### src/design/mnvs_ram.sv
`timescale 1ns / 1ps
// ----------------------------------------------------------------------------
// mnvs_ram
// Simple dual-port synchronous RAM: one write port, one registered read port.
// ----------------------------------------------------------------------------
module mnvs_ram #(
    parameter int DEPTH = 64,
    parameter int WIDTH = 32
) (
    input  logic                     clk,
    input  logic                     we,
    input  logic [$clog2(DEPTH)-1:0] waddr,
    input  logic [WIDTH-1:0]         wdata,
    input  logic [$clog2(DEPTH)-1:0] raddr,
    output logic [WIDTH-1:0]         rdata
);

    logic [WIDTH-1:0] mem [DEPTH];
    logic [WIDTH-1:0] rdata_reg;

    always_ff @(posedge clk)
    begin
        if (we)
        begin
            mem[waddr] <= wdata;
        end
    end

    always_ff @(posedge clk)
    begin
        rdata_reg <= mem[raddr];
    end

    assign rdata = rdata_reg;

endmodule

### config.mk
export PLATFORM = sky130hd
export DESIGN_NAME = mnvs_ram
export DESIGN_NICKNAME = d
export VERILOG_FILES = /design/src/design/mnvs_ram.sv
export SDC_FILE = /design/constraint.sdc
export NUM_CORES = 2
export LEC_CHECK = 0
export BUFFER_PORTS_ARGS = -buffer_cell sky130_fd_sc_hd__buf_4
export CAP_MARGIN = 40
export CELL_PAD_IN_SITES_DETAIL_PLACEMENT = 1
export CELL_PAD_IN_SITES_GLOBAL_PLACEMENT = 2
export CORE_MARGIN = 2
export CORE_UTILIZATION = 48
export CTS_BUF_LIST = sky130_fd_sc_hd__clkbuf_4
export DETAILED_ROUTE_END_ITERATION = 8
export GPL_TIMING_DRIVEN = 0
export PLACE_DENSITY = 0.76
export RECOVER_POWER = 25
export REMOVE_ABC_BUFFERS = 1
export SLEW_MARGIN = 0
export SYNTH_ARGS = -nofsm -noshare
export SYNTH_HDL_FRONTEND = slang
export SYNTH_SLANG_ARGS = --single-unit
### constraint.sdc
create_clock -name clk -period 3.57 [get_ports clk]
set_input_delay 0.5355 -clock clk [delete_from_list [all_inputs] [get_ports clk]]
set_output_delay 0.5355 -clock clk [all_outputs]
set_load 0.01 [all_outputs]
==> results.py <==
metrics = {
    "placed_design": {
        "dp.cells": 5516,
        "dpl_cell_area_sq_um": 84200,
        "gp_congestion": 0.718,
        "dpl_worst_slack_ps": -1390,
        "port_buffers": 77,
        "dp.final_hpwl_mm": 118,
    },
    "synth": {
        "syn-cell-area_sq_um": 78500,
        "synth.area.top_cells": "edfxtp_1 (78%), mux4_2 (16%), mux2i_1 (1.2%)",
        "synth_cell_types": 34,
        "synth-seq-area-share": 0.791,
        "synth.top_cells.by_count": "edfxtp_1 (2048), mux4_2 (544), nor2_1 (137), mux2i_1 (93), o22ai_1 (84)",
        "yosysWarningCount": 0,
        "ys.flop_type": "edfxtp_1",
        "async_flop_share": 0,
        "synth-seq-cells": 2080,
        "synthCells": 3324,
        "synth_top_area_cell": "edfxtp_1",
        "synth_edf_count": 2048,
        "synth_top_area_frac": 0.783,
        "avgSynthCellArea_sq_um": 23.6,
        "synth_most_common_cell": "edfxtp_1",
    },
    "sta": {
        "hold_ws_ps": 162,
        "fin_tns_setup_ps": 0,
        "slew_viol_final": 2015,
        "worst_pin_slew_ps": 3190,
        "fin_ws_ps": 249,
        "fin_crit_sh": 0.930,
        "hold_viol": 0,
        "rsz0062_at_grt": "false",
        "post-route-min-period_ps": 3320,
        "clock.fmax_ghz": 0.301,
        "slew_headroom": -1.12,
        "setup_viol": 0,
        "skew_ps": 93.3,
    },
    "grt": {
        "grt_max_degree": 95,
        "overflow": 0,
        "met1_usage": 0.333,
        "grt_pass1_vias": 42000,
        "antenna_found_initial": 12,
        "gr-usage-all-layers": 0.249,
        "met3_usage": 0.0684,
        "grt_pass1_wl_mm": 296,
        "use_met2": 0.393,
        "grt_most_used_layer": "met2",
    },
    "critical_path": {
        "critPathMaxStageDelay_ps": 550,
        "critPathMostFrequentCell": "buf_16",
        "crit_arrival_ps": 4420,
        "r2r-end": "rdata[25]$_DFF_P_",
        "path_cells": "buf_8 > buf_16 > buf_16 > buf_16 > mux4_2 > mux4_2 > o22ai_1 > nor2_1",
        "start_kind": "input pin",
        "worstSetupPathType": "in -> reg",
        "worstSetupEndpointType": "flip-flop",
        "r2r_setup_slack_ps": 1180,
        "crit_required_ps": 4670,
        "critical-path-slowest-cell": "mux4_2",
        "reg2regPathDepth": 4,
        "r2r-start": "mem[0][25]$_DFFE_PP_",
        "cp_max_fo": 69,
    },
    "run_status": {
        "failed_checks": "max-capacitance violations, max-slew violations",
        "outcome": "complete, but fails checks",
    },
    "clocking": {
        "cts_tree": "yes",
        "cts_setup_buffers": 0,
        "clkSinkCount": 2080,
        "h-tree-depth": 6,
        "cts.clk_slew.worst_paths_ps": 60,
        "insertion_delay_ps": 1360,
        "cts-root-buf": "clkbuf_4",
        "cts_made_buffers": 549,
        "clk_path_buf_depth": 4,
    },
    "die": {
        "start_util": 0.483,
        "io_pins": 78,
        "core-area_sq_um": 163000,
        "dieArea_sq_um": 167000,
        "die_w_microns": 408,
        "die_h_microns": 408,
        "rows": 148,
    },
    "drt": {
        "first_pass_iters": 5,
        "drtIter0Drc": 4295,
        "antenna_left": 0,
        "remaining_drc_errors": 0,
        "routed_wirelength_mm": 205,
        "routed_via_density": 5.97,
        "vias": 38700,
        "drt-wirelength-per-cell_microns": 31.7,
    },
    "finish": {
        "drive_gt1_frac": 0.379,
        "final_util": 0.561,
        "nets": 3988,
        "largest_reg_flops": 2048,
        "fillers": 14100,
        "area_growth_pct": 16.3,
        "fin_cells": 6486,
        "design_area_sq_um": 91300,
    },
    "hold_path": {
        "whs_path_depth": 5,
        "worst_hold_path.endpoint": "rdata[14]$_DFF_P_",
        "hold_start": "raddr[1]",
        "hp-class": "in -> reg",
    },
    "pwr": {
        "p_leak_nw": 29.1,
        "ir_drop_mv": 0.398,
        "powerDensity_nw_per_um2": 548,
        "power_mw": 50.0,
    },
    "job": {
        "max_cap_violations": 31,
    },
}
-- how the worst max path moves through the flow --
stage / from / end / slack (ps)
2_1_floorplan: we / mem[48][0]$_DFFE_PP_ / 30
3_3_place_gp: raddr[0] / rdata[1]$_DFF_P_ / -9520
3_5_place_dp: raddr[0] / rdata[20]$_DFF_P_ / -1390
4_1_cts: raddr[0] / rdata[20]$_DFF_P_ / 30
5_1_grt: raddr[0] / rdata[6]$_DFF_P_ / 100
6_report: raddr[0] / rdata[13]$_DFF_P_ / 250
-- what timing repair did --
item                                     CTS  global route
gates resized for setup                    0             2
hold endpoints to repair                2264            30
hold buffers                              47             1
endpoints found under the setup margin     0             2
-- critical path: cells and delay by family --
kind	cells	cell delay, ps
AO/OA/AOI/OAI	1	530
multiplexers	2	1090
buffers and inverters	4	1780
AND/OR/NAND/NOR	1	190
-- cells in the final DEF (no fill, tap or decap), drive strengths merged, types with 32 or more instances in the layout --
master,n
edfxtp,2048
clkbuf,836
mux4,544
buf,170
nor2,137
mux2i,93
o22ai,84
clkinv,78
a21oi,62
dlygate4sd3,48
dfxtp,32
-- cells by family after synthesis --
group | after synthesis | synth area share
flops | 2080 | 0.791
mux | 637 | 0.168
simple gates | 223 | 0.0127
compound gates | 202 | 0.0167
buf+inv | 182 | 0.0113
-- routing by layer --
metal,up-vias,share of wire
met1,20600,0.39
li1,15800,-
met4,4,0.032
met5,-,0.000068
met3,376,0.091
met2,1935,0.49
-- layout make-up --
class                      instances  area (sq um)  share of cell area
clock inverter                   102           618             0.00677
antenna                           13          32.5            0.000356
sequential                      2080         62100               0.681
timing repair buffer             249          3740              0.0410
clock buffer                     805          6040              0.0662
tap                             2175          2720              0.0298
multi-input combinational       1062         16000               0.175
-- where the power goes --
part | internal, mW | switching, mW | total (mW) | leakage, nW
Sequential | 27.1 | 0.0607 | 27.1 | 18.7
Combinational | 0.993 | 1.55 | 2.55 | 6.36
Clock | 10.8 | 9.51 | 20.4 | 4.02
Note: power is estimated with default switching activity, not from simulation.
