## src/design/mnvs_pkg.sv

```systemverilog
`timescale 1ns / 1ps
// ----------------------------------------------------------------------------
// mnvs_pkg
// Shared constants, codes and types of the masked nearest vector search.
// ----------------------------------------------------------------------------
package mnvs_pkg;

    localparam int MAX_NODES = 64;
    localparam int MAX_REFS  = 1024;

    localparam int NODE_W = (MAX_NODES > 1) ? $clog2(MAX_NODES) : 1;
    localparam int REF_W  = (MAX_REFS > 1) ? $clog2(MAX_REFS) : 1;
    localparam int NCNT_W = $clog2(MAX_NODES + 1);
    localparam int RCNT_W = $clog2(MAX_REFS + 1);

    localparam int KIND_W     = 2;
    localparam int IN_REF_W   = 10;
    localparam int IN_NODE_W  = 6;
    localparam int ELEM_W     = 32;
    localparam int DIST_W     = 63;
    localparam int SQ_W       = 64;
    localparam int NIU_W      = 7;
    localparam int RC_W       = 11;
    localparam int CFG_IDX_W  = 2;
    localparam int CFG_DATA_W = 11;

    localparam int DRAIN_CYCLES = 3;
    localparam int DRAIN_W      = 2;

    localparam logic [CFG_IDX_W-1:0] CFG_NODES = 2'd0;
    localparam logic [CFG_IDX_W-1:0] CFG_REFS  = 2'd1;

    localparam logic [DIST_W-1:0] SAT_MAX = {DIST_W{1'b1}};

    typedef enum logic [KIND_W-1:0] {
        KIND_REF,
        KIND_QUERY,
        KIND_MASK,
        KIND_SEARCH
    } kind_t;

    typedef enum logic [1:0] {
        SEQ_IDLE,
        SEQ_RUN,
        SEQ_DRAIN,
        SEQ_DONE
    } seq_state_t;

    typedef struct packed {
        logic             vld;
        logic             en;
        logic             first;
        logic             last;
        logic [REF_W-1:0] row;
    } tag_t;

    typedef struct packed {
        logic              found;
        logic [REF_W-1:0]  idx;
        logic [DIST_W-1:0] distance;
    } best_t;

endpackage

```

## src/design/mnvs_sqdiff.sv

```systemverilog
`timescale 1ns / 1ps
// ----------------------------------------------------------------------------
// mnvs_sqdiff
// Two-stage squared difference of a query and a reference element.
// ----------------------------------------------------------------------------
module mnvs_sqdiff (
    input  logic                        clk,
    input  logic                        rst_n,
    input  mnvs_pkg::tag_t              tag_in,
    input  logic [mnvs_pkg::ELEM_W-1:0] qdata,
    input  logic [mnvs_pkg::ELEM_W-1:0] rdata,
    output mnvs_pkg::tag_t              tag_out,
    output logic [mnvs_pkg::SQ_W-1:0]   sq
);
    import mnvs_pkg::*;

    tag_t               tag_s1_reg, tag_s2_reg, tag_s3_reg;
    logic [ELEM_W-1:0]  mag_reg;
    logic [SQ_W-1:0]    sq_reg;
    logic signed [ELEM_W:0] diff;
    logic [ELEM_W:0]    mag;

    assign diff = $signed({qdata[ELEM_W-1], qdata}) - $signed({rdata[ELEM_W-1], rdata});
    assign mag  = diff[ELEM_W] ? (~diff + 1'b1) : diff;

    always_ff @(posedge clk or negedge rst_n)
    begin
        if (!rst_n)
        begin
            tag_s1_reg <= '0;
            tag_s2_reg <= '0;
            tag_s3_reg <= '0;
        end
        else
        begin
            tag_s1_reg <= tag_in;
            tag_s2_reg <= tag_s1_reg;
            tag_s3_reg <= tag_s2_reg;
        end
    end

    always_ff @(posedge clk)
    begin
        mag_reg <= mag[ELEM_W-1:0];
        sq_reg  <= SQ_W'(mag_reg) * SQ_W'(mag_reg);
    end

    assign tag_out = tag_s3_reg;
    assign sq      = sq_reg;

endmodule

```

## config.mk

```make
export PLATFORM = sky130hd
export DESIGN_NAME = mnvs_sqdiff
export DESIGN_NICKNAME = d
export VERILOG_FILES = /design/src/design/mnvs_pkg.sv /design/src/design/mnvs_sqdiff.sv
export SDC_FILE = /design/constraint.sdc
export NUM_CORES = 2
export LEC_CHECK = 0
export BUFFER_PORTS_ARGS = -buffer_cell sky130_fd_sc_hd__buf_2
export CAP_MARGIN = 25
export CORE_MARGIN = 1.5
export CORE_UTILIZATION = 30
export DETAILED_ROUTE_END_ITERATION = 16
export GPL_TIMING_DRIVEN = 0
export SLEW_MARGIN = 20
export SYNTH_ARGS = -nofsm -noshare
export SYNTH_HDL_FRONTEND = slang
export SYNTH_SLANG_ARGS = --single-unit
```

## constraint.sdc

```tcl
create_clock -name clk -period 21.7 [get_ports clk]
set_input_delay 5.425 -clock clk [delete_from_list [all_inputs] [get_ports clk]]
set_output_delay 5.425 -clock clk [all_outputs]
set_load 0.01 [all_outputs]
```

==> results.md <==
- Top FF cell, synth: dfxtp_1
- Overall Global Routing Usage: 0.1886
- Ys Warns: 0
- RSZ-0062 raised after global routing: no
- Hold path depth: 0
- Nature of the critical path startpoint: register
- Arrival time at the worst endpoint: around 11 ns
- GP Congestion: between 0.9 and 1
- Die Footprint: between 100000 and 150000 um^2
- Mapped Area: 35070 um^2
- Synth top area share: 0.4538
- Drt initial violations: 1872
- Setup TNS Final: 0 ns
- Outcome: complete, no violations
- Max cap viols: 0
- Dpl hpwl: 91520 um
- Clk_lat worst skew: roughly 0.52 ns
- Initial antenna violation count: 4
- Worst hold path type: reg2reg
- Post-synth cell types: 79
- Met3 usage: 0.03809
- I/O Buffers: ~160
- Setup Fix Bufs, Post-CTS: 0
- GRT busiest layer: met2
- Max clock buf depth: 2
- Slew HR: 0.2360
- Hold Buf Count CTS: 0
- Endpoint type of the worst setup path: register
- CTS root buf: clkbuf_16
- Placed Area: about 38000 um^2
- Setup violators final: 0
- CP required: between 20 and 25 ns
- Count leader, synth: inv_1
- Largest net degree at the start of global routing: 43
- Met2 usage: 0.3038
- F_max: ~95 MHz
- Syn nets: just under 5000
- First-pass GRT wire length: 166000 um
- Path depth of the worst reg2reg path: 27
- Clock transition at path regs: approximately 0.08 ns
- Top cells by count, synth: inv_1 (1027), fa_1 (795), ha_1 (332)
- DR DRC count: 0
- Ys async rst share: 0.3066
- Row Count: 125
- Final period utilization: 0.4830
- Core area: 116000 um^2
- Fin crit period: between 10 and 15 ns
- Area grow syn2layout: 9.411%
- Clock Skews: ~0.021 ns
- CTS tree: done
- Number of global-route vias before repair: between 20000 and 30000
- Actual slew at the worst max-slew pin: 1.146 ns
- Total CTS buffers: 17
- Vias per cell: 4.690
- Post-synthesis sequential area ratio: 0.08419
- Synth top area cells: fa_1 (45%), ha_1 (12%), inv_1 (11%)
- Drt first pass iters: 5
- Ratio of cells with drive above 1 in the final layout: 0.05951
- CTS H-Tree Depth: 4
- # IOs: 158
- Kind of critical path: reg2reg
- Mean routed wirelength per cell: between 15 and 20 um
- Yosys top cell by area: fa_1
- Total Nets Final: between 5000 and 6000
- Die Y: ~340 um
- Routed WL: 107100 um
- Met1 Use GR: 0.2479
- CP Max Fanout: 10
- Hold Vio Cnt, Final: 0
- Starting Density: 0.3022
- Pins Over Slew Limit: 0
- DR vias: 25520
- Post-route cell area: about 38000 um^2
- Clk sinks: between 100 and 150
- CTS resizes: 0
- EDFF count, synth: 0
- Syn Area/Cell: 9.413 um^2
- DRT antenna net count: 0
- Grt ovf: 0
- Cells after synthesis: between 3000 and 4000
- Max FFs per register: between 60 and 70
- Die X: roughly 340 um
- #FFs+latches synth: around 140
worst max-delay path, stage by stage, from the launching register on:
cell	delay [ns]
dfxtp_1	0.58
clkbuf_1	0.62
clkbuf_1	0.82
nand2_1	0.16
fa_1	0.62
inv_1	0.10
fa_1	0.51
fa_1	0.52
inv_1	0.05
fa_1	0.55
inv_1	0.06
fa_1	0.48
fa_1	0.45
fa_1	0.44
fa_1	0.63
ha_1	0.26
clkbuf_1	0.27
a21o_1	0.23
a21o_1	0.17
a21oi_1	0.59
o22ai_1	0.21
a211oi_1	0.38
o31ai_2	0.27
o311a_1	0.40
nor4_1	0.38
o21bai_1	0.16
a221oi_1	0.33
xnor2_1	0.17
worst paths after layout:
| check | from | endpoint | slack [ns] |
|---|---|---|---|
| hold / removal | tag_s1_reg[7]$_DFF_PN0_ | tag_s2_reg[7]$_DFF_PN0_ | 0.35 |
| setup / recovery | mag_reg[25]$_DFF_P_ | sq[62]$_DFF_P_ | 11.22 |
| hold reg to reg | tag_s1_reg[7]$_DFF_PN0_ | tag_s2_reg[7]$_DFF_PN0_ | 0.35 |
| setup reg to reg | mag_reg[25]$_DFF_P_ | sq[62]$_DFF_P_ | 11.22 |
| max in group asynchronous | rst_n | tag_s2_reg[5]$_DFF_PN0_ | 16.08 |
| min in group asynchronous | rst_n | tag_s2_reg[13]$_DFF_PN0_ | 5.04 |
layer usage:
layer	vias up	wire length (um)
li1	11390	-
met1	12990	45040
met2	957	49220
met3	189	8350
met4	0	4530
met5	-	0
cells by family (layout without fill, tap and decap cells):
logic type | Yosys count | in the layout | share of synthesized area
buffers and inverters | 1159 | 1348 | 0.1244
adders and majority gates | 1127 | 1127 | 0.5722
and+or+nand+nor | 785 | 785 | 0.1106
AOI/OAI and AO/OA | 353 | 353 | 0.06728
xor gates and xnor gates | 159 | 159 | 0.03971
DFF | 137 | 137 | 0.08419
muxes | 5 | 5 | 0.001498
other | 1 | 3 | 0.0001069
placed cells by master (no fill, tap or decap), types with 12 or more instances in the layout:
| cell type | instances |
|---|---|
| dfxtp_1 | 95 |
| nor2b_1 | 18 |
| clkbuf_16 | 17 |
| ha_1 | 332 |
| a21o_1 | 52 |
| o21a_1 | 19 |
| nand2b_1 | 13 |
| nand2_1 | 309 |
| and3_1 | 14 |
| nor3_1 | 26 |
| and2_1 | 237 |
| nand4_1 | 12 |
| xor2_1 | 66 |
| xnor2_1 | 93 |
| nor2_1 | 98 |
| o21ai_0 | 48 |
| buf_2 | 163 |
| clkbuf_1 | 123 |
| fa_1 | 795 |
| a21oi_1 | 103 |
| dfrtp_1 | 42 |
| nand3_1 | 23 |
| o21bai_1 | 19 |
| inv_1 | 1027 |
| a31oi_1 | 18 |
final cells by class:
cell class / count / area [um^2]
Timing Repair Buffer: 157 / 795.8
Clock buffer: 18 / 439.2
Sequential cell: 137 / 2953
Buffer: 132 / 508.0
Inverter: 1027 / 3855
Fill cell: 12080 / 77680
Multi-Input combinational cell: 2430 / 27760
Antenna cell: 2 / 5.005
Clock inverter: 14 / 148.9
Tap cell: 1524 / 1907
metrics by stage:
| stage | std cells | util | setup WS, ns | hold WS [ns] |
|---|---|---|---|---|
| 5_1_grt | 5439 | 0.3306 | 10.97 | 0.3569 |
| 3_3_place_gp | 5406 | 0.3254 | 11.26 | 0.3312 |
| 4_1_cts | 5439 | 0.3306 | 11.33 | 0.3484 |
| 6_report | 5441 | 0.3307 | 11.22 | 0.3499 |
| 3_5_place_dp | 5407 | 0.3256 | 11.36 | 0.3347 |
| 2_1_floorplan | 3726 | - | 13.05 | 0.3312 |
Power is left out: the tool's default activity adds up to more than one toggle a clock period on the data nets, which glitch-free logic cannot reach.
