### config.mk
export PLATFORM = sky130hd
export DESIGN_NAME = mnvs_seq
export DESIGN_NICKNAME = d
export VERILOG_FILES = /design/src/design/mnvs_pkg.sv /design/src/design/mnvs_seq.sv
export SDC_FILE = /design/constraint.sdc
export NUM_CORES = 1
export LEC_CHECK = 0
export ABC_AREA = 1
export ABC_CLOCK_PERIOD_IN_PS = 3900
export BUFFER_PORTS_ARGS = -buffer_cell sky130_fd_sc_hd__buf_2
export CAP_MARGIN = 20
export CORE_ASPECT_RATIO = 1.2
export CORE_MARGIN = 5
export CORE_UTILIZATION = 30
export CTS_CLUSTER_SIZE = 8
export DETAILED_ROUTE_END_ITERATION = 10
export PLACE_DENSITY_LB_ADDON = 0.15
export REMOVE_ABC_BUFFERS = 1
export SYNTH_ARGS = -nofsm -noshare
export SYNTH_HDL_FRONTEND = slang
export SYNTH_SLANG_ARGS = --single-unit
### constraint.sdc
create_clock -name clk -period 3.9 [get_ports clk]
set_clock_uncertainty 0.1 [all_clocks]
set_input_delay 0.195 -clock clk [delete_from_list [all_inputs] [get_ports clk]]
set_output_delay 0.195 -clock clk [all_outputs]
set_load 0.05 [all_outputs]
### src/design/mnvs_pkg.sv
`timescale 1ns / 1ps
// ----------------------------------------------------------------------------
// mnvs_pkg
// Shared constants, codes and types of the masked nearest vector search.
// ----------------------------------------------------------------------------
package mnvs_pkg;

    localparam int MAX_NODES = 64;
    localparam int MAX_REFS  = 1024;

    localparam int NODE_W = (MAX_NODES > 1) ? $clog2(MAX_NODES) : 1;
    localparam int REF_W  = (MAX_REFS > 1) ? $clog2(MAX_REFS) : 1;
    localparam int NCNT_W = $clog2(MAX_NODES + 1);
    localparam int RCNT_W = $clog2(MAX_REFS + 1);

    localparam int KIND_W     = 2;
    localparam int IN_REF_W   = 10;
    localparam int IN_NODE_W  = 6;
    localparam int ELEM_W     = 32;
    localparam int DIST_W     = 63;
    localparam int SQ_W       = 64;
    localparam int NIU_W      = 7;
    localparam int RC_W       = 11;
    localparam int CFG_IDX_W  = 2;
    localparam int CFG_DATA_W = 11;

    localparam int DRAIN_CYCLES = 3;
    localparam int DRAIN_W      = 2;

    localparam logic [CFG_IDX_W-1:0] CFG_NODES = 2'd0;
    localparam logic [CFG_IDX_W-1:0] CFG_REFS  = 2'd1;

    localparam logic [DIST_W-1:0] SAT_MAX = {DIST_W{1'b1}};

    typedef enum logic [KIND_W-1:0] {
        KIND_REF,
        KIND_QUERY,
        KIND_MASK,
        KIND_SEARCH
    } kind_t;

    typedef enum logic [1:0] {
        SEQ_IDLE,
        SEQ_RUN,
        SEQ_DRAIN,
        SEQ_DONE
    } seq_state_t;

    typedef struct packed {
        logic             vld;
        logic             en;
        logic             first;
        logic             last;
        logic [REF_W-1:0] row;
    } tag_t;

    typedef struct packed {
        logic              found;
        logic [REF_W-1:0]  idx;
        logic [DIST_W-1:0] distance;
    } best_t;

endpackage

### src/design/mnvs_seq.sv
`timescale 1ns / 1ps
// ----------------------------------------------------------------------------
// mnvs_seq
// Search sequencer: walks reference rows and nodes, issues memory reads and
// element tags, then drains the datapath and signals completion.
// ----------------------------------------------------------------------------
module mnvs_seq (
    input  logic                        clk,
    input  logic                        rst_n,
    input  logic                        start,
    input  logic [mnvs_pkg::NCNT_W-1:0] niu,
    input  logic [mnvs_pkg::RCNT_W-1:0] rc,
    input  logic [mnvs_pkg::MAX_NODES-1:0] mask,
    output logic [mnvs_pkg::REF_W-1:0]  row,
    output logic [mnvs_pkg::NODE_W-1:0] node,
    output mnvs_pkg::tag_t              tag,
    output logic                        clear,
    output logic                        busy,
    output logic                        done
);
    import mnvs_pkg::*;

    seq_state_t          state_reg, state_next;
    logic [REF_W-1:0]    row_reg, row_next;
    logic [NODE_W-1:0]   node_reg, node_next;
    logic [DRAIN_W-1:0]  drain_reg, drain_next;
    logic [NCNT_W-1:0]   last_n;
    logic                last_node;
    logic                last_row;

    assign last_n    = (niu == '0) ? '0 : niu - 1'b1;
    assign last_node = (NCNT_W'(node_reg) == last_n);
    assign last_row  = (RCNT_W'(row_reg) == rc - 1'b1);

    always_ff @(posedge clk or negedge rst_n)
    begin
        if (!rst_n)
        begin
            state_reg <= SEQ_IDLE;
            row_reg   <= '0;
            node_reg  <= '0;
            drain_reg <= '0;
        end
        else
        begin
            state_reg <= state_next;
            row_reg   <= row_next;
            node_reg  <= node_next;
            drain_reg <= drain_next;
        end
    end

    always_comb
    begin
        state_next = state_reg;
        row_next   = row_reg;
        node_next  = node_reg;
        drain_next = drain_reg;
        tag        = '0;
        clear      = 1'b0;
        done       = 1'b0;
        busy       = 1'b1;
        case (state_reg)
            SEQ_IDLE:
            begin
                busy = 1'b0;
                if (start)
                begin
                    clear      = 1'b1;
                    row_next   = '0;
                    node_next  = '0;
                    drain_next = '0;
                    state_next = (rc == '0) ? SEQ_DRAIN : SEQ_RUN;
                end
            end
            SEQ_RUN:
            begin
                tag.vld   = 1'b1;
                tag.en    = (NCNT_W'(node_reg) < niu) && mask[node_reg];
                tag.first = (node_reg == '0);
                tag.last  = last_node;
                tag.row   = row_reg;
                if (last_node)
                begin
                    node_next = '0;
                    if (last_row)
                    begin
                        state_next = SEQ_DRAIN;
                    end
                    else
                    begin
                        row_next = row_reg + 1'b1;
                    end
                end
                else
                begin
                    node_next = node_reg + 1'b1;
                end
            end
            SEQ_DRAIN:
            begin
                drain_next = drain_reg + 1'b1;
                if (drain_reg == DRAIN_W'(DRAIN_CYCLES - 1))
                begin
                    state_next = SEQ_DONE;
                end
            end
            SEQ_DONE:
            begin
                done       = 1'b1;
                state_next = SEQ_IDLE;
            end
            default:
            begin
                state_next = SEQ_IDLE;
            end
        endcase
    end

    assign row  = row_reg;
    assign node = node_reg;

endmodule

==> summary.txt <==
Placed design
  • DP Worst Slack: 1.43 ns
  • PortBufs: 117
  • Routability congestion estimate: 0.827
  • HPWL after DPL: 7040 µm

Clock network
  • CTS tree: yes
  • Clk Latency, worst-skew pair: 0.26 ns
  • Number of setup buffers added after CTS: 0
  • Clock sink count: 20
  • PostCTS Resize Cnt: 0
  • TritonCTS Buffers: 3
  • Clk buf depth: 2
  • H-tree depth: 1
  • Root Buffer: clkbuf_8
  • Clock-pin transition on the worst setup and hold timing paths: 0.08 ns

STA
  • Fin crit share: 0.713
  • Slew Viols, Final: 0
  • Worst slew margin: 0.450
  • Slew of the pin with the lowest slew margin: 0.824 ns
  • Unrepaired setup endpoints after global routing: false
  • Fmax: 360 MHz
  • Fin Setup TNS: 0 ns
  • Final min period: 2.78 ns
  • Final Setup Violations: 0
  • Setup slack after layout: 1.12 ns
  • Hold Violations, Final: 0

Floorplan
  • Die area: 11100 µm²
  • FP Rows: 38
  • Chip Height: 114 µm
  • Die W: 97.0 µm
  • Core Area: 8990 µm²
  • IO Count: 118
  • Starting density of the core: 0.303

Synth
  • Seq cells post-synth: 20
  • Proportion of synthesized chip area in sequential cells: 0.184
  • Mapped Cells: 467
  • Count of cell types in the netlist: 35
  • Avg Synthesized Cell Area: 5.84 µm²
  • Yosys warns: 0
  • Mapped Area: 2730 µm²

Global route
  • Global routing's busiest layer: met2
  • Pin count of the biggest net entering global routing: 37
  • Met2 Resource Use GR: 0.302
  • Met1 GRT Util: 0.184
  • Overall routing resource usage: 0.157
  • Initial antenna violation count: 0
  • Met3 usage: 0.0244
  • Remaining Overflow, GRT: 0
  • First-pass GRT wire length: 14800 µm
  • Vias in the first global route: 3241

Critical path
  • Worst-path fanout max: 28
  • CP endpoint kind: primary output
  • Worst path required time: 3.61 ns
  • Critical Path AT: 2.49 ns
  • Critical Setup Path Class: reg2out
  • Startpoint types: flip-flop

Cells and area
  • Fillers: 1009
  • Nets: 674
  • Share of layout cells above drive strength 1: 0.241
  • Area grow syn2layout: 27.2%
  • Most frequent cells in the layout: nand2_1 (124), buf_2 (117), nor2_1 (67)
  • # diodes: 0
  • Commonest non-fill, non-tap cell in the layout: nand2_1
  • Largest register FFs: 10

Route
  • Vias per std cell: 4.82
  • Antenna viol nets, final: 0
  • DRC viols: 0
  • Initial drt markers: 156
  • Wire per inst: 13.0 µm
  • DR vias: 3335
  • DRT Pass-1 Iters: 4
  • Wirelength, routed: 8970 µm

Outcome
  • Status: finished, final reports clean

Power and ir drop
  • Peak supply drop: 184 µV
  • PD cells: 450 nW/µm²
  • Lkg Pwr: 1.91 nW

Flow run
  • Max Cap Viol: 0

Min path
  • HP Class: in2reg
==> Yosys cell counts <==
cell type / count / area, µm²
o21bai_1: 3 / 22.5
clkinv_1: 2 / 7.51
nand2_4: 1 / 11.3
nor3_1: 6 / 30.0
inv_2: 2 / 7.51
nor2_2: 2 / 12.5
buf_2: 5 / 25.0
o211ai_1: 6 / 45.0
a21oi_1: 14 / 70.1
nand3b_1: 2 / 15.0
nand2_1: 124 / 465
clkbuf_2: 1 / 5.00
a21oi_2: 1 / 8.76
ha_1: 16 / 200
nand2_2: 2 / 12.5
nor4_1: 1 / 6.26
nand3_2: 1 / 10.0
nand3_1: 34 / 170
dfrtp_1: 20 / 500
nand4_2: 1 / 12.5
nand3_4: 1 / 17.5
buf_1: 2 / 7.51
xor2_1: 12 / 105
or2_2: 2 / 12.5
o221ai_1: 2 / 17.5
nand4_1: 19 / 119
nor2_1: 67 / 251
o21a_1: 1 / 7.51
o22ai_1: 10 / 62.6
inv_1: 49 / 184
xnor2_1: 3 / 26.3
o21ai_0: 42 / 210
buf_8: 1 / 15.0
buf_6: 1 / 11.3
clkbuf_1: 11 / 41.3
==> stage by stage <==
stage | total power [mW] | hold WS (ns) | std cells | utilization | cell area, µm²
after CTS | 1.58 | 0.184 | 692 | 0.386 | 3470
after global routing | 1.71 | 0.237 | 692 | 0.386 | 3470
after detailed placement | 1.37 | 0.0873 | 687 | 0.377 | 3390
after floorplan | 1.05 | -0.201 | 446 | - | 2620
final | 1.56 | 0.193 | 692 | 0.386 | 3470
after global placement | 1.35 | 0.0813 | 687 | 0.377 | 3390
==> what timing repair did <==
| item | 4_1_cts | 5_1_grt |
|---|---|---|
| hold buffers | 1 | 0 |
| endpoints found under the setup margin | 0 | 0 |
| hold endpoints to repair | 20 | 0 |
==> power breakdown <==
part / switching (mW) / internal (mW) / leakage (nW)
Combinational: 0.711 / 0.317 / 1.60
Clock: 0.0734 / 0.137 / 0.0357
Sequential: 0.0818 / 0.242 / 0.272
==> critical path: stages (launching register included) <==
cell,delay (ns)
dfrtp_1,0.89
inv_1,0.39
o21ai_0,0.18
o22ai_1,0.11
nand2_1,0.07
nand2_1,0.05
a21oi_1,0.13
nand2_1,0.07
nand3_1,0.08
a21oi_1,0.06
buf_2,0.21
==> area by class of cell <==
cell class	instances	area, µm²	share of cell area
multi-input cells	373	1920	0.554
repair buffers	122	626	0.180
flip-flops and latches	20	500	0.144
inverters	53	199	0.0574
well taps	120	150	0.0433
clock buffers	3	41.3	0.0119
clock inverters	1	30.0	0.00866
==> cells by family after synthesis <==
kind of cell               count (synthesis)  synth area share
AOI/OAI and AO/OA                         79             0.163
xor gates and xnor gates                  15            0.0482
adders and majority gates                 16            0.0734
buffers and inverters                     74             0.112
DFF                                       20             0.184
and+or+nand+nor                          263             0.420
==> final timing paths <==
kind | from | cells after the start | slack [ns] | to
min reg2reg | state_reg[1] | 2 | 0.45 | state_reg[1]
max | node[1] | 10 | 1.12 | tag[12]
max in group asynchronous | rst_n | 2 | 3.07 | row[8]
max reg2reg | node[0] | 9 | 1.68 | row[3]
min in group asynchronous | rst_n | 2 | 0.31 | drain_reg[1]
min | start | 4 | 0.19 | drain_reg[0]
==> per-layer routing <==
| layer | routed length, µm | part of all wire | vias up |
|---|---|---|---|
| li1 | - | - | 1742 |
| met1 | 3850 | 0.43 | 1468 |
| met2 | 4440 | 0.49 | 121 |
| met3 | 614 | 0.068 | 4 |
| met4 | 65 | 0.0072 | 0 |
| met5 | 0 | 0 | - |
Note: power is estimated with default switching activity, not from simulation.
