`src/design/mnvs_pkg.sv`:
```
`timescale 1ns / 1ps
// ----------------------------------------------------------------------------
// mnvs_pkg
// Shared constants, codes and types of the masked nearest vector search.
// ----------------------------------------------------------------------------
package mnvs_pkg;

    localparam int MAX_NODES = 64;
    localparam int MAX_REFS  = 1024;

    localparam int NODE_W = (MAX_NODES > 1) ? $clog2(MAX_NODES) : 1;
    localparam int REF_W  = (MAX_REFS > 1) ? $clog2(MAX_REFS) : 1;
    localparam int NCNT_W = $clog2(MAX_NODES + 1);
    localparam int RCNT_W = $clog2(MAX_REFS + 1);

    localparam int KIND_W     = 2;
    localparam int IN_REF_W   = 10;
    localparam int IN_NODE_W  = 6;
    localparam int ELEM_W     = 32;
    localparam int DIST_W     = 63;
    localparam int SQ_W       = 64;
    localparam int NIU_W      = 7;
    localparam int RC_W       = 11;
    localparam int CFG_IDX_W  = 2;
    localparam int CFG_DATA_W = 11;

    localparam int DRAIN_CYCLES = 3;
    localparam int DRAIN_W      = 2;

    localparam logic [CFG_IDX_W-1:0] CFG_NODES = 2'd0;
    localparam logic [CFG_IDX_W-1:0] CFG_REFS  = 2'd1;

    localparam logic [DIST_W-1:0] SAT_MAX = {DIST_W{1'b1}};

    typedef enum logic [KIND_W-1:0] {
        KIND_REF,
        KIND_QUERY,
        KIND_MASK,
        KIND_SEARCH
    } kind_t;

    typedef enum logic [1:0] {
        SEQ_IDLE,
        SEQ_RUN,
        SEQ_DRAIN,
        SEQ_DONE
    } seq_state_t;

    typedef struct packed {
        logic             vld;
        logic             en;
        logic             first;
        logic             last;
        logic [REF_W-1:0] row;
    } tag_t;

    typedef struct packed {
        logic              found;
        logic [REF_W-1:0]  idx;
        logic [DIST_W-1:0] distance;
    } best_t;

endpackage

```
`src/design/mnvs_accum.sv`:
```
`timescale 1ns / 1ps
// ----------------------------------------------------------------------------
// mnvs_accum
// Saturating distance accumulator and running best-candidate tracker.
// ----------------------------------------------------------------------------
module mnvs_accum (
    input  logic                      clk,
    input  logic                      rst_n,
    input  logic                      clear,
    input  mnvs_pkg::tag_t            tag,
    input  logic [mnvs_pkg::SQ_W-1:0] sq,
    output mnvs_pkg::best_t           best
);
    import mnvs_pkg::*;

    logic [DIST_W-1:0] acc_reg;
    best_t             best_reg;
    logic [DIST_W-1:0] term;
    logic [DIST_W-1:0] base;
    logic [SQ_W-1:0]   sum;
    logic [DIST_W-1:0] total;

    assign term  = !tag.en ? '0 : (sq[SQ_W-1] ? SAT_MAX : sq[DIST_W-1:0]);
    assign base  = tag.first ? '0 : acc_reg;
    assign sum   = SQ_W'(base) + SQ_W'(term);
    assign total = sum[SQ_W-1] ? SAT_MAX : sum[DIST_W-1:0];

    always_ff @(posedge clk)
    begin
        if (tag.vld)
        begin
            acc_reg <= total;
        end
    end

    always_ff @(posedge clk or negedge rst_n)
    begin
        if (!rst_n)
        begin
            best_reg.found    <= 1'b0;
            best_reg.idx      <= '0;
            best_reg.distance <= SAT_MAX;
        end
        else if (clear)
        begin
            best_reg.found    <= 1'b0;
            best_reg.idx      <= '0;
            best_reg.distance <= SAT_MAX;
        end
        else if (tag.vld && tag.last && (total < best_reg.distance))
        begin
            best_reg.found    <= 1'b1;
            best_reg.idx      <= tag.row;
            best_reg.distance <= total;
        end
    end

    assign best = best_reg;

endmodule

```
`config.mk`:
```
export PLATFORM = sky130hd
export DESIGN_NAME = mnvs_accum
export DESIGN_NICKNAME = d
export VERILOG_FILES = /design/src/design/mnvs_pkg.sv /design/src/design/mnvs_accum.sv
export SDC_FILE = /design/constraint.sdc
export NUM_CORES = 1
export LEC_CHECK = 0
export ABC_AREA = 1
export BUFFER_PORTS_ARGS = -buffer_cell sky130_fd_sc_hd__buf_2
export CORE_UTILIZATION = 35
export CTS_CLUSTER_DIAMETER = 30
export DETAILED_ROUTE_END_ITERATION = 8
export GPL_TIMING_DRIVEN = 0
export HOLD_SLACK_MARGIN = 0.03
export PLACE_DENSITY = 0.62
export SYNTH_ARGS = -nofsm -noshare
export SYNTH_HDL_FRONTEND = slang
export SYNTH_SLANG_ARGS = --single-unit
```
`constraint.sdc`:
```
create_clock -name clk -period 8.1 [get_ports clk]
set_input_delay 1.62 -clock clk [delete_from_list [all_inputs] [get_ports clk]]
set_output_delay 1.62 -clock clk [all_outputs]
set_load 0.01 [all_outputs]
```
==> results of run 1 <==
[stage by stage]
stage	cell area, um2	setup WS (ps)
after floorplan	12800	2280
after global placement	14200	-772
after detailed placement	14200	-703
after CTS	14800	91.2
after global routing	14800	159
final	14800	500
[critical path: cells and delay by family]
family                     cells  cell delay, ps
adders and majority gates      2             740
and+or+nand+nor               23            3330
buffers and inverters          7            2240
[area by class of cell]
type                    count  area share [%]
repair buffers            154            5.56
clock inverters             7           0.271
clock buffers              25            3.36
flip-flops and latches    137            25.9
well taps                 461            3.90
inverters                 303            7.70
plain buffers              60            2.43
multi-input cells        1381            50.9
[cell families after synthesis]
logic type	count (synthesis)	share of synthesized area, %
AOI/OAI and AO/OA	228	10.3
xor gates and xnor gates	23	1.57
adders and majority gates	126	12.3
buffers and inverters	363	11.6
DFF	137	29.8
and+or+nand+nor	1004	34.4
[layer usage]
| metal | GRT usage (%) | wire (um) | vias to the layer above |
|---|---|---|---|
| li1 | - | - | 6429 |
| met1 | 34.6 | 21700 | 6025 |
| met2 | 37.6 | 19300 | 384 |
| met3 | 3.97 | 2890 | 30 |
| met4 | 5.81 | 724 | 0 |
| met5 | 0 | 0 | - |
[report_power, final]
group | internal [mW] | switching, mW
sequential | 0.975 | 0.102
combinational | 0.565 | 1.02
clock | 0.424 | 0.321
[final timing paths]
| kind | start | to | slack [ps] |
|---|---|---|---|
| min in group asynchronous | rst_n | best[38] | 1420 |
| max reg2reg | acc_reg[38] | best[29] | 2360 |
| min reg2reg | best[60] | best[60] | 480 |
| max | sq[63] | best[29] | 500 |
| min | best[60] | best[60] | 480 |
| max in group asynchronous | rst_n | best[11] | 6320 |
[repair_timing]
item | 4_1_cts | 5_1_grt
pin swaps | 0 | 0
resized for setup | 1 | 7
endpoints found under the setup margin | 72 | 74
[Yosys cell counts (5+ instances only)]
library cell and n:
buf_2 13, dfrtp_1 11, nand4_1 48, nand3_2 39
xor2_1 17, a211oi_1 5, a21o_1 13, o21bai_1 12
a21boi_0 5, xnor2_1 6, dfstp_2 63, o21ai_0 43
nor3_1 8, ha_1 125, nand2_2 8, nor2_2 5
edfxtp_1 63, a31oi_1 18, nand2_1 424, buf_12 5
or2_2 18, a21oi_1 106, nor2_1 334, clkbuf_1 36
nand3_1 105, o21a_1 6, inv_1 299
==> run_results.csv, run 1 <==
group,metric,value,unit
critical_path,end_kind,"flip-flop",
synth,synth_top_area_cell,"edfxtp_1",
cells_and_area,largest_register_ffs,74,
drt,postRouteAntennaNets,0,
synth,synth_top_area_share,14.7,%
critical_path,slowest_stage,"nor4_1",
cells_and_area,antenna_cells,0,
floorplanning,die_y,193,um
cells_and_area,areaGrowthSynthToFinish,15.1,%
cells_and_area,drive_gt1_share,17.0,%
synth,synth_ff_type,"edfxtp_1",
cells_and_area,utilization,41.2,%
cells_and_area,regArea,3820,um2
timing,finalCriticalPeriod,7600,ps
timing,timing.hold.ws,478,ps
cells_and_area,layout_common_cells,"nand2_1 (424), nor2_1 (334), inv_1 (299), buf_2 (163), ha_1 (125)",
placed_design,gp_congestion,0.964,
drt,drt_iter0_drc,1067,
job,maxCapViolations,0,
synth,avgSynthCellArea,6.82,um2
critical_path,crit_top_cell,"nand2_1",
floorplanning,dieArea,37400,um2
floorplanning,rows,69,
timing,worstMarginPinSlew,941,ps
synth,ys_types,52,
timing,drv_slew,0,
timing,max_freq,132,MHz
clocking,clock-sinks,137,
drt,first_pass_iters,7,
clocking,htreeDepth,4,
cells_and_area,fin_cells,2528,
global_routing,antenna_found_initial,1,
hold_path,hold_path.class,"flip-flop to flip-flop",
timing,min_period_over_period,93.8,%
critical_path,cp.arrival,7960,ps
timing,slew-limit-headroom,37.2,%
drt,wl,44600,um
synth,yosysSeqAreaShare,29.8,%
clocking,clk_pin_slew,60,ps
timing,skew,13.5,ps
clocking,postCtsHoldBufs,0,
synth,ys.warnings.count,0,
synth,synth-seq-cells,137,
power,cellLeakagePower,7.85,nW
critical_path,cp.required,8460,ps
placed_design,hpwl,36400,um
drt,wl_per_cell,17.6,um
clocking,clockRootBuffer,"clkbuf_16",
global_routing,grt_max_degree,65,
status,violations,"DRC",
critical_path,critPathKind,"input pin to flip-flop",
synth,synth_cells,1881,
floorplanning,ios,155,
synth,synth-edff-count,63,
placed_design,dp_cells,2496,
timing,setup_tns,0,ps
power,powerDensity,231,nW/um2
drt,viasPerCell,5.09,
global_routing,grt_pass1_vias,12400,
power,peakVddDrop,0.000157,V
placed_design,io_buffer_count,152,
cells_and_area,final_nets,2261,
clocking,clk_path_buf_depth,2,
clocking,cts_setup_buffers,0,
status,status,"finished, violations left",
synth,synthesis.area,12800,um2
hold_path,min_path_cells,2,
critical_path,start_kind,"input pin",
synth,synthTopCellsByArea,"edfxtp_1 (15%), dfstp_2 (13%), nand2_1 (12%)",
critical_path,crit_fanout,10,
critical_path,rr_worst_depth,27,
drt,vias,12900,
critical_path,max_stage_delay,590,ps
power,power.total,3.41,mW
cells_and_area,multiInputGateArea,7520,um2
global_routing,grtUsageTotal,24.1,%
drt,drc,7,
cells_and_area,mostFrequentLayoutCell,"nand2_1",
floorplanning,start_util,35.8,%
synth,syn_nets,2088,
cells_and_area,num-fill-cells,3796,
clocking,clkLatencyLatePin,440,ps
timing,rsz0062_at_grt,"false",
clocking,cts_tree,"yes",
floorplanning,core,35800,um2
synth,async_reset_ff_share,54.0,%
global_routing,grt_overflow,0,
timing,setup_violations,0,
timing,hold_viol,0,
global_routing,grt_pass1_wl,69500,um
clocking,cts_buffers,17,
floorplanning,die_w,193,um
Note: power is estimated with default switching activity, not from simulation.
==> run 2, diff against run 1 <==
--- a/config.mk
+++ b/config.mk
@@ -12,7 +12,8 @@
 export DETAILED_ROUTE_END_ITERATION = 8
 export GPL_TIMING_DRIVEN = 0
 export HOLD_SLACK_MARGIN = 0.03
-export PLACE_DENSITY = 0.62
+export PLACE_DENSITY = 0.64
+export SKIP_CTS_REPAIR_TIMING = 1
 export SYNTH_ARGS = -nofsm -noshare
 export SYNTH_HDL_FRONTEND = slang
 export SYNTH_SLANG_ARGS = --single-unit
==> run 2 against run 1 <==
Compared with the run above:
- the run still ends with DRC left
- clock power grew 10%
- cell area up 0.45%
- largest cell class unchanged
- flip-flop and latch count stayed put
- sequential share of layout area fell by 0.12 points
- non-clock buffer count did not move
- count of clock-buffer cells in the layout down 4
- core utilization increased by 0.19 points
- largest power group unchanged
==> run_results.csv, run 2 (synthesized netlist as in run 1, its figures left out) <==
group,metric,value,unit
critical_path,cp.required,8490,ps
cells_and_area,areaGrowthSynthToFinish,15.6,%
drt,wl_per_cell,17.8,um
critical_path,r2r_setup_slack,2180,ps
global_routing,grtUsageTotal,24.0,%
floorplanning,die_w,193,um
global_routing,antenna_found_initial,1,
status,status,"finished, violations left",
timing,finalCriticalPeriod,7900,ps
placed_design,io_buffer_count,152,
global_routing,grt_pass1_wl,69100,um
critical_path,max_stage_delay,620,ps
clocking,clock-sinks,137,
critical_path,rr_startpoint,"acc_reg[54]",
timing,setup_tns,0,ps
power,peakVddDrop,0.000175,V
critical_path,crit_end,"best[29]",
drt,drt_iter0_drc,981,
critical_path,start_kind,"input pin",
clocking,clk_pin_slew,60,ps
placed_design,gp_congestion,0.975,
critical_path,crit_fanout,10,
critical_path,crit_start,"tag[11]",
floorplanning,dieArea,37400,um2
floorplanning,ios,155,
clocking,clkLatencyLatePin,460,ps
critical_path,critPathKind,"input pin to flip-flop",
drt,wl,44900,um
cells_and_area,final_nets,2261,
placed_design,hpwl,36400,um
clocking,cts_tree,"yes",
clocking,clk_path_buf_depth,2,
floorplanning,rows,69,
critical_path,slowest_stage,"clkdlybuf4s15_1",
critical_path,rr_worst_depth,27,
floorplanning,core,35800,um2
critical_path,r2r-end,"best[29]",
status,violations,"DRC",
clocking,cts_buffers,17,
timing,min_period_over_period,97.5,%
global_routing,grt_pass1_vias,12400,
cells_and_area,layout_common_cells,"nand2_1 (424), nor2_1 (334), inv_1 (299), buf_2 (163), ha_1 (125)",
critical_path,end_kind,"flip-flop",
power,power.total,3.49,mW
cells_and_area,largest_register_ffs,74,
timing,hold_viol,0,
cells_and_area,antenna_cells,0,
timing,skew,13.0,ps
drt,first_pass_iters,9,
global_routing,grt_max_degree,65,
job,maxCapViolations,0,
hold_path,hold_path.class,"flip-flop to flip-flop",
placed_design,dp_cells,2496,
drt,vias,12800,
timing,drv_slew,0,
cells_and_area,drive_gt1_share,17.0,%
global_routing,grt_overflow,0,
timing,setup_violations,0,
timing,max_freq,127,MHz
power,powerDensity,235,nW/um2
cells_and_area,fin_cells,2528,
drt,postRouteAntennaNets,0,
clocking,htreeDepth,4,
critical_path,crit_top_cell,"nand2_1",
timing,rsz0062_at_grt,"false",
critical_path,cp.arrival,8290,ps
floorplanning,die_y,193,um
cells_and_area,mostFrequentLayoutCell,"nand2_1",
clocking,clockRootBuffer,"clkbuf_16",
floorplanning,start_util,35.8,%
drt,viasPerCell,5.07,
timing,worstMarginPinSlew,951,ps
timing,slew-limit-headroom,36.6,%
power,cellLeakagePower,7.87,nW
drt,drc,7,
run 2: metal layers:
metal / routed length [um] / GRT usage [%] / up-vias
li1: - / - / 6428
met3: 3250 / 4.92 / 58
met5: 0 / 0 / -
met1: 21500 / 33.8 / 5904
met4: 1120 / 8.65 / 0
met2: 19000 / 36.2 / 428
run 2: worst min path at each step:
| stage | endpoint | cells past startpoint | slack, ps | startpoint |
|---|---|---|---|---|
| 6_report | best[61] | 2 | 480 | best[61] |
| 3_5_place_dp | best[61] | 2 | 480 | best[61] |
| 3_3_place_gp | best[59] | 2 | 470 | best[59] |
| 4_1_cts | best[61] | 2 | 490 | best[61] |
| 2_1_floorplan | best[13] | 2 | 480 | best[13] |
| 5_1_grt | best[51] | 2 | 500 | best[51] |
run 2: final cells by class:
cell class | count | area [um2]
Fill cell | 3789 | 21000
Multi-Input combinational cell | 1381 | 7520
Sequential cell | 137 | 3820
Inverter | 303 | 1140
Timing Repair Buffer | 154 | 821
Tap cell | 461 | 577
Clock buffer | 21 | 483
Buffer | 60 | 364
Clock inverter | 11 | 115
run 2: through the flow:
| stage | hold WS, ps | area, um2 | utilization [%] | setup WS, ps |
|---|---|---|---|---|
| floorplan | 483 | 12800 | - | 2280 |
| global placement | 471 | 14200 | 39.5 | -932 |
| detailed placement | 475 | 14200 | 39.7 | -929 |
| CTS | 485 | 14800 | 41.4 | -473 |
| global route | 496 | 14800 | 41.4 | 36.7 |
| finish | 482 | 14800 | 41.4 | 200 |
run 2: critical path, delay by kind of cell:
family | cells | cell delay, ps
fa+ha+maj | 2 | 720
buf+inv | 7 | 2480
compound gates | 2 | 550
simple gates | 17 | 2880
run 2: where the power goes:
part,total [mW],internal (mW),switching [mW]
combinational,1.59,0.564,1.02
sequential,1.08,0.975,0.104
clock,0.822,0.487,0.335
total,3.49,2.03,1.46
==> run 3, diff against run 2 <==
--- a/config.mk
+++ b/config.mk
@@ -7,12 +7,13 @@
 export LEC_CHECK = 0
 export ABC_AREA = 1
 export BUFFER_PORTS_ARGS = -buffer_cell sky130_fd_sc_hd__buf_2
-export CORE_UTILIZATION = 35
+export CORE_ASPECT_RATIO = 0.8
+export CORE_UTILIZATION = 40
 export CTS_CLUSTER_DIAMETER = 30
 export DETAILED_ROUTE_END_ITERATION = 8
 export GPL_TIMING_DRIVEN = 0
 export HOLD_SLACK_MARGIN = 0.03
-export PLACE_DENSITY = 0.64
+export PLACE_DENSITY = 0.69
 export SKIP_CTS_REPAIR_TIMING = 1
 export SYNTH_ARGS = -nofsm -noshare
 export SYNTH_HDL_FRONTEND = slang
==> constraint.sdc (replaced) <==
create_clock -name clk -period 9.9 [get_ports clk]
set_input_delay 1.98 -clock clk [delete_from_list [all_inputs] [get_ports clk]]
set_output_delay 1.98 -clock clk [all_outputs]
set_load 0.01 [all_outputs]
==> run 3 against run 2 <==
Compared with the run above:
- count of clock-buffer cells in the layout is 3 lower
- critical path type unchanged
- critical path depth is 1 higher
- the run now ends clean
- highest routed layer unchanged
- critical endpoint is now best[41]
- core utilization is 5.4 points higher
==> run_results.csv, run 3 (synthesized netlist as in run 1, its figures left out) <==
group,metric,value,unit
cells_and_area,regArea,3820,um2
drt,first_pass_iters,6,
timing,worstMarginPinSlew,992,ps
critical_path,critPathKind,"input pin to flip-flop",
power,cellLeakagePower,7.85,nW
cells_and_area,num-fill-cells,3239,
floorplanning,die_y,162,um
clocking,clock-sinks,137,
power,powerDensity,196,nW/um2
drt,wl,45200,um
critical_path,max_stage_delay,670,ps
drt,drt_iter0_drc,1456,
cells_and_area,antenna_cells,0,
cells_and_area,largest_register_ffs,74,
drt,drc,0,
floorplanning,die_w,202,um
global_routing,grt_pass1_vias,12500,
cells_and_area,fin_cells,2486,
cells_and_area,layout_common_cells,"nand2_1 (424), nor2_1 (334), inv_1 (299), buf_2 (163), ha_1 (125)",
hold_path,holdCritStartpoint,"best[18]",
floorplanning,ios,155,
timing,finalCriticalPeriod,9060,ps
global_routing,grt_overflow,0,
timing,drv_slew,0,
clocking,clk_pin_slew,60,ps
timing,max_freq,110,MHz
hold_path,hold_path.class,"flip-flop to flip-flop",
timing,rsz0062_at_grt,"false",
timing,setup_tns,0,ps
critical_path,cp.arrival,9420,ps
critical_path,crit_start,"sq[63]",
clocking,htreeDepth,4,
status,status,"completed",
clocking,clockRootBuffer,"clkbuf_16",
critical_path,end_kind,"flip-flop",
cells_and_area,drive_gt1_share,16.9,%
global_routing,grt_max_degree,65,
drt,postRouteAntennaNets,0,
global_routing,grtUsageTotal,27.5,%
floorplanning,core,31500,um2
critical_path,cp.required,10260,ps
cells_and_area,multiInputGateArea,7520,um2
cells_and_area,areaGrowthSynthToFinish,15.0,%
job,maxCapViolations,0,
floorplanning,start_util,40.7,%
global_routing,antenna_found_initial,0,
clocking,cts_tree,"yes",
global_routing,grt_pass1_wl,69600,um
placed_design,dp_cells,2454,
floorplanning,dieArea,32800,um2
timing,skew,17.6,ps
critical_path,rr_startpoint,"acc_reg[42]",
critical_path,slowest_stage,"clkbuf_1",
clocking,clkLatencyLatePin,440,ps
critical_path,start_kind,"input pin",
floorplanning,rows,58,
timing,hold_viol,0,
timing,setup_violations,0,
cells_and_area,final_nets,2260,
timing,min_period_over_period,91.5,%
critical_path,crit_top_cell,"nand2_1",
cells_and_area,mostFrequentLayoutCell,"nand2_1",
drt,vias,13300,
clocking,cts_buffers,17,
drt,wl_per_cell,18.2,um
power,peakVddDrop,0.0000972,V
critical_path,crit_fanout,10,
placed_design,hpwl,36700,um
timing,slew-limit-headroom,33.2,%
placed_design,gp_congestion,0.969,
placed_design,io_buffer_count,152,
drt,viasPerCell,5.34,
clocking,clk_path_buf_depth,2,
[run 3: path summary, 6_finish.rpt]
kind	end	slack [ps]	cells past startpoint
setup / recovery	best[41]	840	29
hold / removal	best[18]	480	2
setup reg to reg	best[41]	3120	28
hold reg to reg	best[18]	480	2
max in group asynchronous	best[47]	7760	2
min in group asynchronous	best[11]	1780	1
[run 3: layout make-up]
cell class	instances	share of cell area (%)
Inverter	303	7.71
Sequential cell	137	25.9
Multi-Input combinational cell	1381	50.9
Clock inverter	14	1.14
Tap cell	420	3.56
Clock buffer	18	2.98
Buffer	60	2.39
Timing Repair Buffer	153	5.37
[run 3: power breakdown]
| part | leakage (nW) | internal [mW] | total [mW] | switching [mW] |
|---|---|---|---|---|
| Clock | 0.298 | 0.404 | 0.678 | 0.274 |
| Sequential | 1.43 | 0.798 | 0.888 | 0.0895 |
| Combinational | 6.13 | 0.464 | 1.33 | 0.862 |
[run 3: per-stage QoR]
stage	setup WS, ps	utilization [%]	hold slack [ps]	total power [mW]	cell area (um2)
6_report	840	46.9	480	2.89	14800
5_1_grt	491	46.9	494	3.08	14800
4_1_cts	1040	46.9	484	2.87	14800
3_5_place_dp	616	44.9	474	2.19	14200
3_3_place_gp	649	44.8	469	2.15	14100
2_1_floorplan	3720	-	483	1.74	12800
[run 3: layer usage]
| metal | up-vias | track usage, % | part of all wire, % |
|---|---|---|---|
| li1 | 6418 | - | - |
| met1 | 6181 | 41.4 | 48 |
| met2 | 618 | 39.0 | 40 |
| met3 | 70 | 5.72 | 10 |
| met4 | 0 | 8.17 | 2.2 |
| met5 | - | 0 | 0 |
[run 3: worst max-delay path: cells and delay by family]
family                   cells  cell delay (ps)
adder cells (fa/ha/maj)      2              770
AO/OA/AOI/OAI                1              240
buffers and inverters        7             2800
AND/OR/NAND/NOR             19             3610
